### config.mk
export PLATFORM = sky130hd
export DESIGN_NAME = edge_avoid_mode_controller
export DESIGN_NICKNAME = d
export VERILOG_FILES = /design/src/rtl/eamc_pkg.sv /design/src/rtl/eamc_ctrl.sv /design/src/rtl/eamc_dp.sv /design/src/rtl/edge_avoid_mode_controller.sv
export SDC_FILE = /design/constraint.sdc
export NUM_CORES = 1
export LEC_CHECK = 0
export ABC_AREA = 1
export BUFFER_PORTS_ARGS = -buffer_cell sky130_fd_sc_hd__buf_2
export CORE_UTILIZATION = 60
export DETAILED_ROUTE_END_ITERATION = 8
export GPL_ROUTABILITY_DRIVEN = 0
export PLACE_DENSITY_LB_ADDON = 0.2
export SLEW_MARGIN = 40
export SYNTH_ARGS = -nofsm -noshare
export SYNTH_HDL_FRONTEND = slang
export SYNTH_HIERARCHICAL = 1
export SYNTH_SLANG_ARGS = --single-unit
### constraint.sdc
create_clock -name clk -period 7.7 [get_ports clk]
set_clock_uncertainty 0.15 [all_clocks]
set_input_delay 0.77 -clock clk [delete_from_list [all_inputs] [get_ports clk]]
set_output_delay 0.77 -clock clk [all_outputs]
set_load 0.01 [all_outputs]
### src/rtl/eamc_pkg.sv
// Package for the edge-avoid mode controller.
// Holds mode and state codes, register indexes, config and control structs, duty constants.
// No dependencies.
package eamc_pkg;

  localparam int TIME_BITS_DEF = 32;
  localparam int DIST_W        = 10;
  localparam int CFG_TIME_W    = 16;
  localparam int PERIOD_W      = CFG_TIME_W + 1;
  localparam int DUTY_W        = 8;
  localparam int COUNT_W       = 5;
  localparam int SWAY_W        = 4;
  localparam int CFG_IDX_W     = 3;
  localparam int CFG_DATA_W    = 16;
  localparam int OUT_W         = 24;

  typedef enum logic [2:0] {
    MODE_IDLE    = 3'd0,
    MODE_ATTACK  = 3'd1,
    MODE_DEFENCE = 3'd2,
    MODE_SEARCH  = 3'd3,
    MODE_SPIN    = 3'd4
  } mode_t;

  typedef enum logic [CFG_IDX_W-1:0] {
    CFG_ATTACK_DISTANCE = 3'd0,
    CFG_FAR_DISTANCE    = 3'd1,
    CFG_TURN_TIME       = 3'd2,
    CFG_PAUSE_TIME      = 3'd3,
    CFG_COOLDOWN_TIME   = 3'd4,
    CFG_SWAY_CYCLES     = 3'd5,
    CFG_MINIMUM_DUTY    = 3'd6
  } cfg_idx_t;

  typedef enum logic [1:0] {
    ST_IDLE = 2'd0,
    ST_DIV  = 2'd1,
    ST_DONE = 2'd2
  } state_t;

  typedef struct packed {
    logic [DIST_W-1:0]     attack_distance;
    logic [DIST_W-1:0]     far_distance;
    logic [CFG_TIME_W-1:0] turn_time;
    logic [CFG_TIME_W-1:0] pause_time;
    logic [CFG_TIME_W-1:0] cooldown_time;
    logic [SWAY_W-1:0]     sway_cycles;
    logic [DUTY_W-1:0]     minimum_duty;
  } cfg_t;

  typedef struct packed {
    logic load;
    logic step;
    logic commit;
  } cmd_t;

  typedef struct packed {
    logic div_last;
  } sts_t;

  localparam logic [DIST_W-1:0]     RST_ATTACK_DISTANCE = 10'd800;
  localparam logic [DIST_W-1:0]     RST_FAR_DISTANCE    = 10'd880;
  localparam logic [CFG_TIME_W-1:0] RST_TURN_TIME       = 16'd450;
  localparam logic [CFG_TIME_W-1:0] RST_PAUSE_TIME      = 16'd100;
  localparam logic [CFG_TIME_W-1:0] RST_COOLDOWN_TIME   = 16'd1000;
  localparam logic [SWAY_W-1:0]     RST_SWAY_CYCLES     = 4'd1;
  localparam logic [DUTY_W-1:0]     RST_MINIMUM_DUTY    = 8'd80;

  localparam logic [DUTY_W-1:0] DUTY_ATTACK_L = 8'd230;
  localparam logic [DUTY_W-1:0] DUTY_ATTACK_R = 8'd250;
  localparam logic [DUTY_W-1:0] DUTY_FULL     = 8'd255;
  localparam logic [DUTY_W-1:0] DUTY_SOFT     = 8'd170;
  localparam logic [DUTY_W-1:0] DUTY_HARD     = 8'd250;
  localparam logic [DUTY_W-1:0] DUTY_TURN_L   = 8'd200;
  localparam logic [DUTY_W-1:0] DUTY_TURN_R   = 8'd230;

  function automatic logic [DUTY_W-1:0] raise_duty(input logic [DUTY_W-1:0] d,
                                                   input logic [DUTY_W-1:0] min_d);
    logic [DUTY_W-1:0] r;
    r = d;
    if (d != '0 && d < min_d) r = min_d;
    return r;
  endfunction

endpackage

### src/rtl/eamc_ctrl.sv
// Sequencer for the edge-avoid mode controller: load, divide, commit.
// Drives the input ready and output valid. Depends on eamc_pkg.
module eamc_ctrl (
  input  logic           clk,
  input  logic           rst_n,
  input  logic           in_tvalid,
  output logic           in_tready,
  output logic           out_tvalid,
  input  logic           out_tready,
  output eamc_pkg::cmd_t cmd,
  input  eamc_pkg::sts_t sts
);

  eamc_pkg::state_t state_r, state_nxt;
  logic             out_valid_r, out_valid_nxt;

  always_ff @(posedge clk) begin
    if (!rst_n) begin
      state_r     <= eamc_pkg::ST_IDLE;
      out_valid_r <= 1'b0;
    end else begin
      state_r     <= state_nxt;
      out_valid_r <= out_valid_nxt;
    end
  end

  always_comb begin
    state_nxt     = state_r;
    cmd           = '0;
    in_tready     = 1'b0;
    out_valid_nxt = out_valid_r && !out_tready;
    case (state_r)
      eamc_pkg::ST_IDLE: begin
        in_tready = 1'b1;
        if (in_tvalid) begin
          cmd.load  = 1'b1;
          state_nxt = eamc_pkg::ST_DIV;
        end
      end
      eamc_pkg::ST_DIV: begin
        cmd.step = 1'b1;
        if (sts.div_last) state_nxt = eamc_pkg::ST_DONE;
      end
      eamc_pkg::ST_DONE: begin
        if (!out_valid_r || out_tready) begin
          cmd.commit    = 1'b1;
          out_valid_nxt = 1'b1;
          state_nxt     = eamc_pkg::ST_IDLE;
        end
      end
      default: state_nxt = eamc_pkg::ST_IDLE;
    endcase
  end

  assign out_tvalid = out_valid_r;

endmodule

### src/rtl/eamc_dp.sv
// Datapath for the edge-avoid mode controller: item latch, serial sway-phase divider,
// mode, escape and sway state, motor drive. Depends on eamc_pkg.
module eamc_dp #(
  parameter int TIME_BITS = eamc_pkg::TIME_BITS_DEF
) (
  input  logic                          clk,
  input  logic                          rst_n,
  input  eamc_pkg::cmd_t                cmd,
  output eamc_pkg::sts_t                sts,
  input  eamc_pkg::cfg_t                cfg,
  input  logic [TIME_BITS-1:0]          in_now_ms,
  input  logic [4:0]                    in_edges,
  input  logic [eamc_pkg::DIST_W-1:0]   in_distance,
  input  logic                          in_start,
  output eamc_pkg::mode_t               mode_now,
  output logic                          left_reverse,
  output logic [eamc_pkg::DUTY_W-1:0]   left_duty,
  output logic                          right_reverse,
  output logic [eamc_pkg::DUTY_W-1:0]   right_duty
);

  localparam int CNT_W = (TIME_BITS > 1) ? $clog2(TIME_BITS) : 1;
  localparam int PW    = eamc_pkg::PERIOD_W;
  localparam int DW    = eamc_pkg::DUTY_W;
  localparam int CW    = eamc_pkg::COUNT_W;

  // latched item
  logic [TIME_BITS-1:0]        now_r;
  logic [4:0]                  edges_r;
  logic [eamc_pkg::DIST_W-1:0] dist_r;
  logic                        start_r;
  logic                        far_r;
  logic [TIME_BITS-1:0]        e_r;

  // divider
  logic [TIME_BITS-1:0] dvd_r;
  logic [PW-1:0]        rem_r;
  logic                 qbit_r;
  logic [CNT_W-1:0]     cnt_r;

  // controller state
  eamc_pkg::mode_t      mode_r, mode_nxt;
  logic                 esc_done_r, esc_done_nxt;
  logic [TIME_BITS-1:0] esc_time_r, esc_time_nxt;
  logic [TIME_BITS-1:0] sway_start_r, sway_start_nxt;
  logic                 sway_right_r, sway_right_nxt;
  logic [CW-1:0]        sway_count_r, sway_count_nxt;
  logic                 dir_l_r, dir_l_nxt, dir_r_r, dir_r_nxt;
  logic [DW-1:0]        duty_l_r, duty_l_nxt, duty_r_r, duty_r_nxt;

  logic [PW-1:0] period;
  logic [PW:0]   rem_sh;
  logic          rem_ge;
  logic          any_edge_in, far_in;
  logic [TIME_BITS-1:0] esc_elapsed;
  logic          any_edge, cool_ok, done_eff, right_eff, odd_phase;
  logic [CW-1:0] count_eff;
  logic [DW-1:0] duty_l_raw, duty_r_raw;

  assign period      = {1'b0, cfg.turn_time} + {1'b0, cfg.pause_time};
  assign any_edge_in = |in_edges;
  assign far_in      = (mode_r != eamc_pkg::MODE_IDLE) && !any_edge_in &&
                       (in_distance >= cfg.far_distance);

  assign rem_sh = {rem_r, dvd_r[TIME_BITS-1]};
  assign rem_ge = rem_sh >= {1'b0, period};

  always_ff @(posedge clk) begin
    if (cmd.load) begin
      now_r   <= in_now_ms;
      edges_r <= in_edges;
      dist_r  <= in_distance;
      start_r <= in_start;
      far_r   <= far_in;
      e_r     <= far_in ? '0 : in_now_ms - sway_start_r;
      dvd_r   <= far_in ? '0 : in_now_ms - sway_start_r;
      rem_r   <= '0;
      qbit_r  <= 1'b0;
      cnt_r   <= CNT_W'(TIME_BITS - 1);
    end else if (cmd.step) begin
      dvd_r  <= dvd_r << 1;
      rem_r  <= rem_ge ? PW'(rem_sh - {1'b0, period}) : PW'(rem_sh);
      qbit_r <= rem_ge;
      cnt_r  <= cnt_r - 1'b1;
    end
  end

  assign sts.div_last = (cnt_r == '0);

  always_ff @(posedge clk) begin
    if (!rst_n) begin
      mode_r       <= eamc_pkg::MODE_IDLE;
      esc_done_r   <= 1'b1;
      esc_time_r   <= '0;
      sway_start_r <= '0;
      sway_right_r <= 1'b0;
      sway_count_r <= '0;
      dir_l_r      <= 1'b0;
      dir_r_r      <= 1'b0;
      duty_l_r     <= '0;
      duty_r_r     <= '0;
    end else if (cmd.commit) begin
      mode_r       <= mode_nxt;
      esc_done_r   <= esc_done_nxt;
      esc_time_r   <= esc_time_nxt;
      sway_start_r <= sway_start_nxt;
      sway_right_r <= sway_right_nxt;
      sway_count_r <= sway_count_nxt;
      dir_l_r      <= dir_l_nxt;
      dir_r_r      <= dir_r_nxt;
      duty_l_r     <= duty_l_nxt;
      duty_r_r     <= duty_r_nxt;
    end
  end

  assign any_edge    = |edges_r;
  assign esc_elapsed = now_r - esc_time_r;
  assign cool_ok     = (TIME_BITS + 1)'(esc_elapsed) >= (TIME_BITS + 1)'(cfg.cooldown_time);
  assign done_eff    = esc_done_r && !cool_ok;
  assign right_eff   = far_r ? 1'b0 : sway_right_r;
  assign count_eff   = far_r ? '0 : sway_count_r;
  assign odd_phase   = (period != '0) && qbit_r;

  always_comb begin
    mode_nxt       = mode_r;
    esc_done_nxt   = esc_done_r;
    esc_time_nxt   = esc_time_r;
    sway_start_nxt = sway_start_r;
    sway_right_nxt = sway_right_r;
    sway_count_nxt = sway_count_r;
    dir_l_nxt      = dir_l_r;
    dir_r_nxt      = dir_r_r;
    duty_l_raw     = duty_l_r;
    duty_r_raw     = duty_r_r;
    duty_l_nxt     = duty_l_r;
    duty_r_nxt     = duty_r_r;
    if (mode_r == eamc_pkg::MODE_IDLE) begin
      duty_l_nxt = '0;
      duty_r_nxt = '0;
      if (start_r) begin
        mode_nxt       = eamc_pkg::MODE_SEARCH;
        sway_start_nxt = now_r;
        sway_right_nxt = 1'b0;
        sway_count_nxt = '0;
      end
    end else begin
      if (any_edge) begin
        mode_nxt = eamc_pkg::MODE_DEFENCE;
        if (!done_eff) begin
          esc_time_nxt = now_r;
          esc_done_nxt = 1'b1;
          if (edges_r[2] && edges_r[3]) begin
            {dir_l_nxt, dir_r_nxt} = 2'b00;
            duty_l_raw = eamc_pkg::DUTY_FULL;
            duty_r_raw = eamc_pkg::DUTY_FULL;
          end else if (edges_r[0]) begin
            {dir_l_nxt, dir_r_nxt} = 2'b11;
            duty_l_raw = eamc_pkg::DUTY_FULL;
            duty_r_raw = eamc_pkg::DUTY_FULL;
          end else if (edges_r[1]) begin
            {dir_l_nxt, dir_r_nxt} = 2'b00;
            duty_l_raw = eamc_pkg::DUTY_SOFT;
            duty_r_raw = eamc_pkg::DUTY_HARD;
          end else if (edges_r[4]) begin
            {dir_l_nxt, dir_r_nxt} = 2'b00;
            duty_l_raw = eamc_pkg::DUTY_HARD;
            duty_r_raw = eamc_pkg::DUTY_SOFT;
          end else begin
            {dir_l_nxt, dir_r_nxt} = 2'b00;
            duty_l_raw = eamc_pkg::DUTY_HARD;
            duty_r_raw = eamc_pkg::DUTY_HARD;
          end
        end else begin
          esc_done_nxt = 1'b1;
        end
      end else if (!far_r && dist_r <= cfg.attack_distance) begin
        mode_nxt     = eamc_pkg::MODE_ATTACK;
        esc_done_nxt = 1'b0;
        if (dist_r < cfg.attack_distance) begin
          {dir_l_nxt, dir_r_nxt} = 2'b00;
          duty_l_raw = eamc_pkg::DUTY_ATTACK_L;
          duty_r_raw = eamc_pkg::DUTY_ATTACK_R;
        end
      end else begin
        mode_nxt       = eamc_pkg::MODE_SEARCH;
        sway_start_nxt = far_r ? now_r : sway_start_r;
        sway_right_nxt = right_eff;
        sway_count_nxt = count_eff;
        if (dist_r <= cfg.attack_distance) begin
          mode_nxt       = eamc_pkg::MODE_ATTACK;
          sway_count_nxt = '0;
        end else if (count_eff >= {cfg.sway_cycles, 1'b0}) begin
          mode_nxt       = eamc_pkg::MODE_SPIN;
          sway_count_nxt = '0;
        end else begin
          if (!odd_phase) begin
            dir_l_nxt  = !right_eff;
            dir_r_nxt  = right_eff;
            duty_l_raw = eamc_pkg::DUTY_TURN_L;
            duty_r_raw = eamc_pkg::DUTY_TURN_R;
          end else begin
            duty_l_raw = '0;
            duty_r_raw = '0;
          end
          if ((TIME_BITS + 1)'(e_r) >= (TIME_BITS + 1)'(period)) begin
            sway_start_nxt = now_r;
            sway_right_nxt = !right_eff;
            sway_count_nxt = count_eff + 1'b1;
          end
        end
      end
      duty_l_nxt = eamc_pkg::raise_duty(duty_l_raw, cfg.minimum_duty);
      duty_r_nxt = eamc_pkg::raise_duty(duty_r_raw, cfg.minimum_duty);
    end
  end

  assign mode_now      = mode_r;
  assign left_reverse  = dir_l_r;
  assign left_duty     = duty_l_r;
  assign right_reverse = dir_r_r;
  assign right_duty    = duty_r_r;

endmodule

### src/rtl/edge_avoid_mode_controller.sv
// Edge-avoid mode controller: one result item per input item.
// An accepted item is latched, divided serially by the sway divider, then committed;
// the commit waits while a result is stalled. One item is in work at a time; input is taken while a result waits.
// Reset (rst_n low, synchronous): idle mode, motors off, config at reset values.
// Config registers live here; sequencing in eamc_ctrl, state and divider in eamc_dp.
module edge_avoid_mode_controller #(
  parameter int TIME_BITS = eamc_pkg::TIME_BITS_DEF
) (
  input  logic                                 clk,
  input  logic                                 rst_n,
  input  logic                                 in_tvalid,
  output logic                                 in_tready,
  // now_ms, edge_front, edge_right, edge_back_right, edge_back_left, edge_left,
  // distance, start_pressed, zero pad
  input  logic [((TIME_BITS+16+7)/8)*8-1:0]    in_tdata,
  output logic                                 out_tvalid,
  input  logic                                 out_tready,
  // mode_now, left_reverse, left_duty, right_reverse, right_duty, zero pad
  output logic [eamc_pkg::OUT_W-1:0]           out_tdata,
  input  logic                                 cfg_valid,
  output logic                                 cfg_ready,
  input  logic [eamc_pkg::CFG_IDX_W-1:0]       cfg_index,
  input  logic [eamc_pkg::CFG_DATA_W-1:0]      cfg_data
);

  eamc_pkg::cfg_t  cfg_r;
  eamc_pkg::cmd_t  cmd;
  eamc_pkg::sts_t  sts;
  eamc_pkg::mode_t mode_now;
  logic            left_reverse, right_reverse;
  logic [eamc_pkg::DUTY_W-1:0] left_duty, right_duty;

  assign cfg_ready = 1'b1;

  always_ff @(posedge clk) begin
    if (!rst_n) begin
      cfg_r.attack_distance <= eamc_pkg::RST_ATTACK_DISTANCE;
      cfg_r.far_distance    <= eamc_pkg::RST_FAR_DISTANCE;
      cfg_r.turn_time       <= eamc_pkg::RST_TURN_TIME;
      cfg_r.pause_time      <= eamc_pkg::RST_PAUSE_TIME;
      cfg_r.cooldown_time   <= eamc_pkg::RST_COOLDOWN_TIME;
      cfg_r.sway_cycles     <= eamc_pkg::RST_SWAY_CYCLES;
      cfg_r.minimum_duty    <= eamc_pkg::RST_MINIMUM_DUTY;
    end else if (cfg_valid) begin
      case (cfg_index)
        eamc_pkg::CFG_ATTACK_DISTANCE:
          cfg_r.attack_distance <= cfg_data[eamc_pkg::DIST_W-1:0];
        eamc_pkg::CFG_FAR_DISTANCE:
          cfg_r.far_distance <= cfg_data[eamc_pkg::DIST_W-1:0];
        eamc_pkg::CFG_TURN_TIME:     cfg_r.turn_time     <= cfg_data;
        eamc_pkg::CFG_PAUSE_TIME:    cfg_r.pause_time    <= cfg_data;
        eamc_pkg::CFG_COOLDOWN_TIME: cfg_r.cooldown_time <= cfg_data;
        eamc_pkg::CFG_SWAY_CYCLES:
          cfg_r.sway_cycles <= cfg_data[eamc_pkg::SWAY_W-1:0];
        eamc_pkg::CFG_MINIMUM_DUTY:
          cfg_r.minimum_duty <= cfg_data[eamc_pkg::DUTY_W-1:0];
        default: ;
      endcase
    end
  end

  eamc_ctrl u_ctrl (
    .clk        (clk),
    .rst_n      (rst_n),
    .in_tvalid  (in_tvalid),
    .in_tready  (in_tready),
    .out_tvalid (out_tvalid),
    .out_tready (out_tready),
    .cmd        (cmd),
    .sts        (sts)
  );

  eamc_dp #(
    .TIME_BITS (TIME_BITS)
  ) u_dp (
    .clk           (clk),
    .rst_n         (rst_n),
    .cmd           (cmd),
    .sts           (sts),
    .cfg           (cfg_r),
    .in_now_ms     (in_tdata[TIME_BITS-1:0]),
    .in_edges      (in_tdata[TIME_BITS+4:TIME_BITS]),
    .in_distance   (in_tdata[TIME_BITS+14:TIME_BITS+5]),
    .in_start      (in_tdata[TIME_BITS+15]),
    .mode_now      (mode_now),
    .left_reverse  (left_reverse),
    .left_duty     (left_duty),
    .right_reverse (right_reverse),
    .right_duty    (right_duty)
  );

  assign out_tdata = {3'b000, right_duty, right_reverse, left_duty, left_reverse, mode_now};

endmodule

# After elaboration in Yosys (flattened, before gate mapping)
# Index checks and enable logic that the tools add are counted.
[totals]
regBits = 311
inputBits = 72
elab_cells = 195
[classes]
add_sub_neg = 6
n_lt_le_gt_ge = 9
eq_ne = 19
muxes = 89
n_bitwise = 2
n_reduce_logical = 41
[op_table]
columns = ["cell", "n"]
rows = [
  ["32-bit two-way mux", 11],
  ["8-bit two-way mux", 25],
  ["32-bit subtractor", 2],
  ["5-bit two-way mux", 8],
  ["32-bit by 16-bit >= comparator with 1-bit output", 1],
  ["32-bit by 17-bit >= comparator with 1-bit output", 1],
  ["1-bit two-way mux", 32],
  ["18-bit by 17-bit >= comparator with 1-bit output", 1],
  ["3-bit two-way mux", 6],
  ["16-bit by 16-bit adder with 17-bit output", 1],
  ["17-bit two-way mux", 1],
  ["17-bit nonzero test", 1],
  ["17-bit subtractor", 1],
  ["8-bit less-than comparator", 2],
  ["2-bit AND reduction", 8],
  ["8-bit nonzero test", 2],
  ["7-bit two-way mux", 2],
  ["10-bit >= comparator", 1],
  ["10-bit less-or-equal comparator", 1],
  ["10-bit less-than comparator", 1],
  ["5-bit OR reduction", 2],
  ["3-bit equality test (second input constant)", 3],
  ["1-bit logical AND", 9],
  ["2-bit inequality test (second input constant)", 4],
  ["23 further kinds", 40],
]

# Logic depth before layout (Yosys ltp)
# Gate-level depths: netlist (run 1).
[depth]
depth_word = 13
ltp_mapped = 35

# Cells and area by module
# The synthesis (run 1) kept the hierarchy.
[modules_own_cells]
columns = ["module", "n_inst", "cells_per_inst", "area_each_um2", "seq_area_each_um2"]
rows = [
  ["eamc_dp", 1, 2461, 17241.5, 5695.5],
  ["edge_avoid_mode_controller", 1, 451, 3183.1, 1601.5],
  ["eamc_ctrl", 1, 21, 156.4, 60.1],
]

# Least setup slack after synthesis (run 1)
# Ideal clock, no wire load.
[synth_path]
kind = "flip-flop to flip-flop"
startpoint = "reg u_dp.now_r[2]"
endpoint = "reg u_dp.duty_r_r[7], in the netlist u_dp/right_duty[7]"
setup_ns = 0.067
arrival_time_ns = 3.999
required_ns = 7.483
slack_ns = 3.484
path_stages_with_launch = 32
path_buffers = 1
period_less_slack_ns = 4.216
cell_sequence = "edfxtp_1 ha_1 buf_6 a21oi_2 nand2_2 nand2_1 nand2_1 nand2_1 nand2_1 xor2_1 ha_1 a21oi_1 o211a_1 nand2_1 nor2_2 nand2_1 nor2_1 nand2_1 a21oi_4 nand3_2 nand2_1 nand2_1 nand2_1 inv_1 ha_1 a21oi_1 o21ai_0 a21oi_4 nand2_4 nand2_1 nand3_1 a21oi_2"
[synth_between]
elab_chain_cells = 11
elab_cells_between_ends = 12
cone_classes = "1 x add/sub; 2 x order compare; 5 x mux; 4 x reduce/logical"
[synth_lines]
columns = ["item", "line", "rtl"]
rows = [
  ["start: declaration", "eamc_dp.sv:28", "logic [TIME_BITS-1:0] now_r;"],
  ["start signal: assignment", "eamc_dp.sv:70", "now_r <= in_now_ms;"],
  ["32-bit subtractor *", "eamc_dp.sv:117", "assign esc_elapsed = now_r - esc_time_r;"],
  ["32-bit by 16-bit >= comparator with 1-bit output *", "eamc_dp.sv:118", "assign cool_ok = (TIME_BITS + 1)'(esc_elapsed) >= (TIME_BITS + 1)'(cfg.cooldown_time);"],
  ["1-bit logical NOT *", "eamc_dp.sv:119", "assign done_eff = esc_done_r && !cool_ok;"],
  ["1-bit logical AND *", "eamc_dp.sv:119", ""],
  ["8-bit two-way mux *", "eamc_dp.sv:149", "if (!done_eff) begin"],
  ["8-bit two-way mux *", "eamc_dp.sv:147", "if (any_edge) begin"],
  ["8-bit two-way mux *", "eamc_dp.sv:137", "if (mode_r == eamc_pkg::MODE_IDLE) begin"],
  ["8-bit less-than comparator / 8-bit nonzero test (equally long branches)", "eamc_pkg.sv:81", "if (d != '0 && d < min_d) r = min_d;"],
  ["1-bit logical AND", "eamc_pkg.sv:81", ""],
  ["8-bit two-way mux *", "eamc_pkg.sv:81", ""],
  ["8-bit two-way mux *", "eamc_dp.sv:137", ""],
  ["end signal: assignment", "eamc_dp.sv:112", "duty_r_r <= duty_r_nxt;"],
  ["end: declaration", "eamc_dp.sv:49", "logic [DW-1:0] duty_l_r, duty_l_nxt, duty_r_r, duty_r_nxt;"],
]
# Mark *: on every way between the ends. The rest lies on a longest branch, timed or not. The select of a mux whose other input is x is not followed.
# A chain may end at the register's enable or synchronous reset.

# Worst setup path after layout (run 1)
[layout_path]
startpoint = "reg u_dp.now_r[7]"
endpoint = "reg u_dp.duty_l_r[4], in the netlist u_dp/left_duty[4]"
[layout_between]
elab_chain_cells = 11
elab_cells_between_ends = 12
cone_classes = "1 x add/sub; 2 x order compare; 5 x mux; 4 x reduce/logical"
[layout_lines]
columns = ["item", "line", "rtl"]
rows = [
  ["32-bit subtractor *", "eamc_dp.sv:117", ""],
  ["32-bit by 16-bit >= comparator with 1-bit output *", "eamc_dp.sv:118", ""],
  ["1-bit logical NOT *", "eamc_dp.sv:119", ""],
  ["1-bit logical AND *", "eamc_dp.sv:119", ""],
  ["8-bit two-way mux *", "eamc_dp.sv:149", ""],
  ["8-bit two-way mux *", "eamc_dp.sv:147", ""],
  ["8-bit two-way mux *", "eamc_dp.sv:137", ""],
  ["8-bit less-than comparator / 8-bit nonzero test (equally long branches)", "eamc_pkg.sv:81", ""],
  ["1-bit logical AND", "eamc_pkg.sv:81", ""],
  ["8-bit two-way mux *", "eamc_pkg.sv:81", ""],
  ["8-bit two-way mux *", "eamc_dp.sv:137", ""],
  ["end signal: assignment", "eamc_dp.sv:111", "duty_l_r <= duty_l_nxt;"],
  ["end: declaration", "eamc_dp.sv:49", ""],
]
# Marked as above.

==> summary.md, run 1 <==
| Metric | Value |
|---|---|
| IO Pins | `99` |
| EDFF count, synth | `113` |
| Async set-or-reset flop fraction in the synthesized netlist | `0%` |
| Status | `finished, final reports clean` |
| Grt ovf | `0` |
| Non-filler cells, final | `roughly 3500` |
| Yosys top cell area share | `roughly a fifth` |
| Post-synthesis sequential area ratio | `between 30% and 40%` |
| IO buf count | `94` |
| Worst skew pair latency | `~540 ps` |
| Post-DP HPWL | `40700 microns` |
| CP most frequent cell | `nand2_1` |
| Hold wc startpoint | `in_tdata[47]` |
| Setup TNS | `0 ps` |
| Worst Setup End Kind | `register` |
| Clk pwr share | `a little over a third` |
| CTS tree | `done` |
| Slowest-stage cell, CP | `edfxtp_1` |
| Die height | `roughly 190 microns` |
| Cts hold-fix bufs | `0` |
| Cell Area, Synth | `20600 sq um` |
| Peak supply drop | `approximately 200 uV` |
| Synth cell types | `58` |
| Vias | `about 19000` |
| Internal power | `approximately 3100 uW` |
| CTS resizes | `0` |
| Wire per inst | `15.4 microns` |
| Worst R2R Start | `u_dp/now_r[7]` |
| Pleak | `around 0.011 uW` |
| Max_slew headroom | `45.5%` |
| Final worst-path cycle share | `66.8%` |
| Setup CP Type | `register to register` |
| Starting density of the core | `around 60%` |
| Syn Area/Cell | `between 7 and 8 sq um` |
| CTS clk-pin slew, worst paths | `60 ps` |
| Final worst path period need | `5140 ps` |
| Ratio of cells with drive above 1 in the final layout | `between 8 and 9%` |
| Routed Wire Length | `roughly 54000 microns` |
| Final setup margin | `2560 ps` |
| Synthesized instance count | `around 2900` |
| CTS max path bufs | `3` |
| Largest net degree at the start of global routing | `84` |
| Vias in the first global route | `between 15000 and 20000` |
| Logic gate share of total power | `22.6%` |
| Number of antenna violations at the first check in global routing | `2` |
| Hold Path Depth | `1` |
| Die area | `~35000 sq um` |
| Cell taking the most area after synthesis | `dfxtp_1` |
| First-pass GRT wire length | `approximately 87000 microns` |
| DRC Markers | `0` |
| Max Freq | `approximately 190 MHz` |
| Sequential fraction of design power | `a little over two fifths` |
| CP arrival | `5460 ps` |
| RSZ-0062 raised after global routing | `no` |
| Post-place setup slack | `roughly 2700 ps` |
| Sw Share | `31.1%` |
| Drt via density | `~5.5` |
| Pin slew with the least headroom to its limit | `between 800 and 900 ps` |
| Worst hold path class | `input port to register` |
| Core area | `~34000 sq um` |
| Max-Cap Viols | `0` |
| DRT antenna net count | `0` |
| Sw power | `~1400 uW` |
| Crit path launch | `u_dp/now_r[7]` |
| Fin. Hold Viols | `0` |
| Sink Count | `311` |
| 1st-pass router iterations | `6` |
| Gr usage total | `a little under a third` |
| Layout Nets | `about 3200` |
| Initial DRC Count | `roughly 1600` |
| Placed cells | `around 3400` |
| Chip width | `around 190 microns` |
| Max incr delay on CP | `around 460 ps` |
| Yosys warns | `6` |
| Slew Limit Fails | `0` |
| Top FF cell, synth | `dfxtp_1` |
| Row count | `67` |
| P&R area growth vs syn | `9.28%` |
| Setup crit start kind | `register` |
| Final setup fails | `0` |
| Tot Pwr | `4550 uW` |
| Total CTS buffers | `35` |
| Critical path peak fanout | `9` |
| Root buffer cell | `clkbuf_16` |
| Postcts setup bufs | `0` |
| CP required | `8020 ps` |
| Synth Register Bits | `~310` |
| Synth area leaders | `dfxtp_1 (19%), edfxtp_1 (16%), nand2_1 (15%)` |
| Pwr/cell area | `between 200 and 250 nW/um^2` |
| Worst Reg-to-Reg Cells | `30` |
| Worst hold margin | `257 ps` |
| H-tree levels | `2` |
[kinds of logic after synthesis]
family          Yosys count  share of synthesized area [%]
simple gates           1414                           29.2
buf+inv                 549                           10.3
compound gates          433                           11.9
flops                   311                           35.7
fa+ha+maj               172                           10.6
xor+xnor                 52                           2.21
other cells               2                         0.0365
[final cells by class]
class | count | area [sq um]
multi-input combinational | 2075 | 11100
inverter | 474 | 1780
clock inverter | 12 | 90.1
tap | 448 | 561
sequential | 311 | 7360
antenna | 2 | 5.00
timing repair buffer | 105 | 559
fill | 2928 | 11100
clock buffer | 50 | 1010
[power by group through the flow]
stage / combinational (uW) / sequential (uW) / clock, uW
after floorplan: 775 / 1910 / 0
after global placement: 979 / 1930 / 0
after detailed placement: 1010 / 1930 / 0
after CTS: 1010 / 1890 / 1650
after global routing: 1170 / 1900 / 1710
final: 1030 / 1900 / 1620
[per-layer routing]
layer	wire (microns)	vias up	part of all wire [%]	track usage, %
li1	-	9595	-	-
met1	23200	8714	43	39.3
met2	24500	682	46	49.8
met3	3560	160	6.6	4.65
met4	2260	0	4.2	14.2
met5	0	-	0	0
[final timing paths]
check / endpoint / slack (ps)
setup reg to reg: u_dp/left_duty[4] / 2560
hold reg to reg: u_dp/esc_time_r[12] / 310
hold / removal: u_dp/start_r / 260
setup / recovery: u_dp/left_duty[4] / 2560
[sequential cells by signal, summed over array words and instances, names as in the netlist, 8 cells and up]
name               flops
u_dp/rem_r            17
u_dp/now_r            32
u_dp/esc_time_r       32
u_dp/right_duty        8
cfg_r                 80
u_dp/left_duty         8
u_dp/sway_start_r     32
u_dp/e_r              32
u_dp/dist_r           10
u_dp/dvd_r            32
[worst max-delay path, delay by kind of cell (launching register included)]
kind	cells	cell delay, ps
buf+inv	2	120
flops	1	460
xor+xnor	1	240
compound gates	7	1290
simple gates	17	1800
fa+ha+maj	3	1020
[Yosys cell counts (all sizes together), types with 2 or more instances]
master,n
a211oi,14
a21boi,6
a21o,2
a21oi,205
a221oi,3
a22oi,4
a31oi,7
and2,9
buf,28
clkbuf,47
clkinv,3
conb,2
dfxtp,198
edfxtp,113
fa,4
ha,168
inv,471
nand2,827
nand3,194
nand3b,11
nand4,33
nor2,297
nor3,27
nor4,8
o211ai,26
o21a,9
o21ai,142
o21bai,6
o311ai,2
o31ai,2
or2,5
xnor2,15
xor2,37
[cells in the final DEF, fill, tap and decap left out, types with 7 or more instances in the layout]
master,netlist,routed
nor3_1,24,23
and2_1,8,8
ha_1,168,168
a31oi_1,7,7
clkbuf_1,47,8
inv_2,9,9
nand3_2,8,9
nand2_1,803,802
o211ai_1,26,26
nand4_1,33,33
nand3_1,186,185
edfxtp_1,113,113
inv_1,462,461
clkbuf_16,0,37
nor2_2,21,22
nor4_1,7,7
nand2_2,21,21
buf_2,12,93
buf_4,11,11
xor2_1,37,37
nand3b_1,11,11
a211oi_1,13,13
clkinv_2,0,7
dfxtp_1,198,198
o21ai_0,140,140
o21a_1,9,9
a21oi_1,197,196
nor2_1,271,270
xnor2_1,15,15
[stage by stage]
step / area, sq um / utilization, %
after CTS: 22500 / 66.9
final: 22500 / 66.9
after global placement: 21400 / 63.6
after global routing: 22500 / 66.9
after floorplan: 20600 / -
after detailed placement: 21400 / 63.6
(Power assumes the default switching activity.)
==> run 2: changes to the inputs <==
--- a/config.mk
+++ b/config.mk
@@ -7,7 +7,7 @@
 export LEC_CHECK = 0
 export ABC_AREA = 1
 export BUFFER_PORTS_ARGS = -buffer_cell sky130_fd_sc_hd__buf_2
-export CORE_UTILIZATION = 60
+export CORE_UTILIZATION = 57
 export DETAILED_ROUTE_END_ITERATION = 8
 export GPL_ROUTABILITY_DRIVEN = 0
 export PLACE_DENSITY_LB_ADDON = 0.2
==> constraint.sdc (replaced) <==
create_clock -name clk -period 4.4 [get_ports clk]
set_clock_uncertainty 0.15 [all_clocks]
set_input_delay 0.44 -clock clk [delete_from_list [all_inputs] [get_ports clk]]
set_output_delay 0.44 -clock clk [all_outputs]
set_load 0.01 [all_outputs]
==> summary.md, run 2 (same netlist as run 1, synthesis figures left out) <==
| Metric | Value |
|---|---|
| Fin. Hold Viols | `0` |
| Total CTS buffers | `35` |
| Slew Limit Fails | `0` |
| Worst R2R Start | `u_dp/now_r[10]` |
| CTS tree | `done` |
| Hold Path Depth | `3` |
| Max incr delay on CP | `between 400 and 500 ps` |
| GR peak layer | `met2` |
| Met1 Use GR | `39.9%` |
| DRC Markers | `0` |
| Final worst-path cycle share | `104%` |
| Routed Wire Length | `around 60000 microns` |
| Status | `finished, violations left` |
| Worst Reg-to-Reg Cells | `32` |
| Slowest-stage cell, CP | `edfxtp_1` |
| Gr usage total | `a little under a third` |
| Final worst path period need | `between 4000 and 5000 ps` |
| Setup crit start kind | `register` |
| Worst hold path class | `input port to register` |
| Wire per inst | `roughly 16 microns` |
| Global Route met3 Usage | `around 4.9%` |
| Die height | `just under 200 microns` |
| Setup CP Type | `register to register` |
| Sink Count | `between 300 and 400` |
| Chip width | `~190 microns` |
| Vias | `roughly 20000` |
| Worst hold margin | `between 30 and 40 ps` |
| Inserted Diodes | `0` |
| Most frequent cells in the layout | `nand2_1 (764), inv_1 (454), nor2_1 (263)` |
| R2r setup slk | `-160 ps` |
| 1st-pass router iterations | `5` |
| P&R area growth vs syn | `19.5%` |
| Largest register by flop count | `cfg_r` |
| Non-filler cells, final | `3653` |
| Root buffer cell | `clkbuf_16` |
| RSZ-0062 raised after global routing | `yes` |
| Starting density of the core | `between 50 and 60%` |
| Layout Nets | `around 3400` |
| Pwr/cell area | `roughly 340 nW/um^2` |
| Global Route met2 Usage | `52.9%` |
| IO buf count | `94` |
| Final setup fails | `16` |
| Pleak | `about 0.012 uW` |
| H-tree levels | `2` |
| Critical path peak fanout | `8` |
| CP arrival | `around 4800 ps` |
| Largest net degree at the start of global routing | `70` |
| Core area | `35600 sq um` |
| Final setup margin | `-156 ps` |
| CTS clk-pin slew, worst paths | `60 ps` |
| Setup TNS | `-1220 ps` |
| Max_slew headroom | `~47%` |
| Grt ovf | `0` |
| Commonest non-fill, non-tap cell in the layout | `nand2_1` |
| Failing checks | `setup timing` |
| CP required | `between 4000 and 5000 ps` |
| Worst Setup End Kind | `register` |
| CP most frequent cell | `nand2_1` |
| Vias in the first global route | `~19000` |
| Pin slew with the least headroom to its limit | `797 ps` |
| CTS max path bufs | `3` |
| Hold wc startpoint | `cfg_data[4]` |
| Ratio of cells with drive above 1 in the final layout | `between 10 and 15%` |
| Utilization after layout | `between 60% and 70%` |
| Post-DP HPWL | `about 42000 microns` |
| Die area | `approximately 37000 sq um` |
| Placed cells | `about 3500` |
| IO Pins | `99` |
| Initial DRC Count | `~1700` |
| R2R Path End | `u_dp/left_duty[0]` |
| Hold Path End | `cfg_r[64]` |
| Worst skew pair latency | `roughly 560 ps` |
| First-pass GRT wire length | `91900 microns` |
| Drt via density | `between 5 and 6` |
| Number of antenna violations at the first check in global routing | `0` |
| Max-Cap Viols | `0` |
| Row count | `between 60 and 70` |
| DRT antenna net count | `0` |
| Number of flip-flops in the largest register | `80` |
| Max Freq | `219 MHz` |
| Peak supply drop | `472 uV` |
[run 2: cell count changes in the layout (fill, tap and decap cells not counted), sizes merged]
cell and delta:
buf +107, dlygate4sd3 +52, clkinv +7, clkbuf -6
a21oi +2, diode -2, nand2 +2, bufinv +1
clkinvlp +1, inv -1
[run 2: worst max-delay path by stage]
stage                                     to  depth (start not counted)  slack [ps]      startpoint
after global placement    u_dp/right_duty[7]                         30         0.2   u_dp/now_r[5]
after global routing       u_dp/left_duty[0]                         32        -430  u_dp/now_r[10]
final                      u_dp/left_duty[0]                         32        -160  u_dp/now_r[10]
after detailed placement  u_dp/right_duty[4]                         30        -190   u_dp/now_r[2]
after floorplan           u_dp/right_duty[7]                         31         180   u_dp/now_r[2]
after CTS                  u_dp/left_duty[7]                         30           4   u_dp/now_r[6]
[run 2: per-layer routing]
metal	routed length [microns]	vias to the layer above
li1	-	9931
met1	24900	9298
met2	27400	745
met3	4260	158
met4	2200	0
met5	0	-
[run 2: layout make-up]
cell class,count,area [sq um]
tap,461,577
sequential,311,7360
multi-input combinational,2079,11800
fill,2916,11000
inverter,474,1780
clock buffer,44,952
timing repair buffer,264,1950
clock inverter,20,166
[run 2: power breakdown]
group          switching (uW)  internal, uW  total [uW]  leakage (uW)
logic                    1270           833        2110       0.00844
clock network            1220          1660        2880      0.000540
registers                 112          3200        3310       0.00270
total                    2600          5700        8300        0.0117
[run 2: critical path, delay by kind of cell (launching register included)]
family,cells,cell delay (ps)
flops,1,460
compound gates,4,590
buf+inv,4,280
fa+ha+maj,3,930
simple gates,20,1840
xor+xnor,1,180
[run 2: repair_timing]
action	in CTS	in global routing
resized for setup	41	105
hold buffers	52	0
gates cloned	3	1
hold endpoints to repair	53	0
buffers inserted	4	21
endpoints found under the setup margin	16	37
pin swaps	25	63
[run 2: metrics by stage]
| stage | power (uW) | worst slack (ps) | cell area, sq um |
|---|---|---|---|
| 3_3_place_gp | 5240 | 0.199 | 22100 |
| 2_1_floorplan | 4690 | 184 | 20600 |
| 4_1_cts | 8230 | 4.16 | 24000 |
| 6_report | 8300 | -156 | 24600 |
| 5_1_grt | 8740 | -428 | 24600 |
| 3_5_place_dp | 5300 | -187 | 22100 |
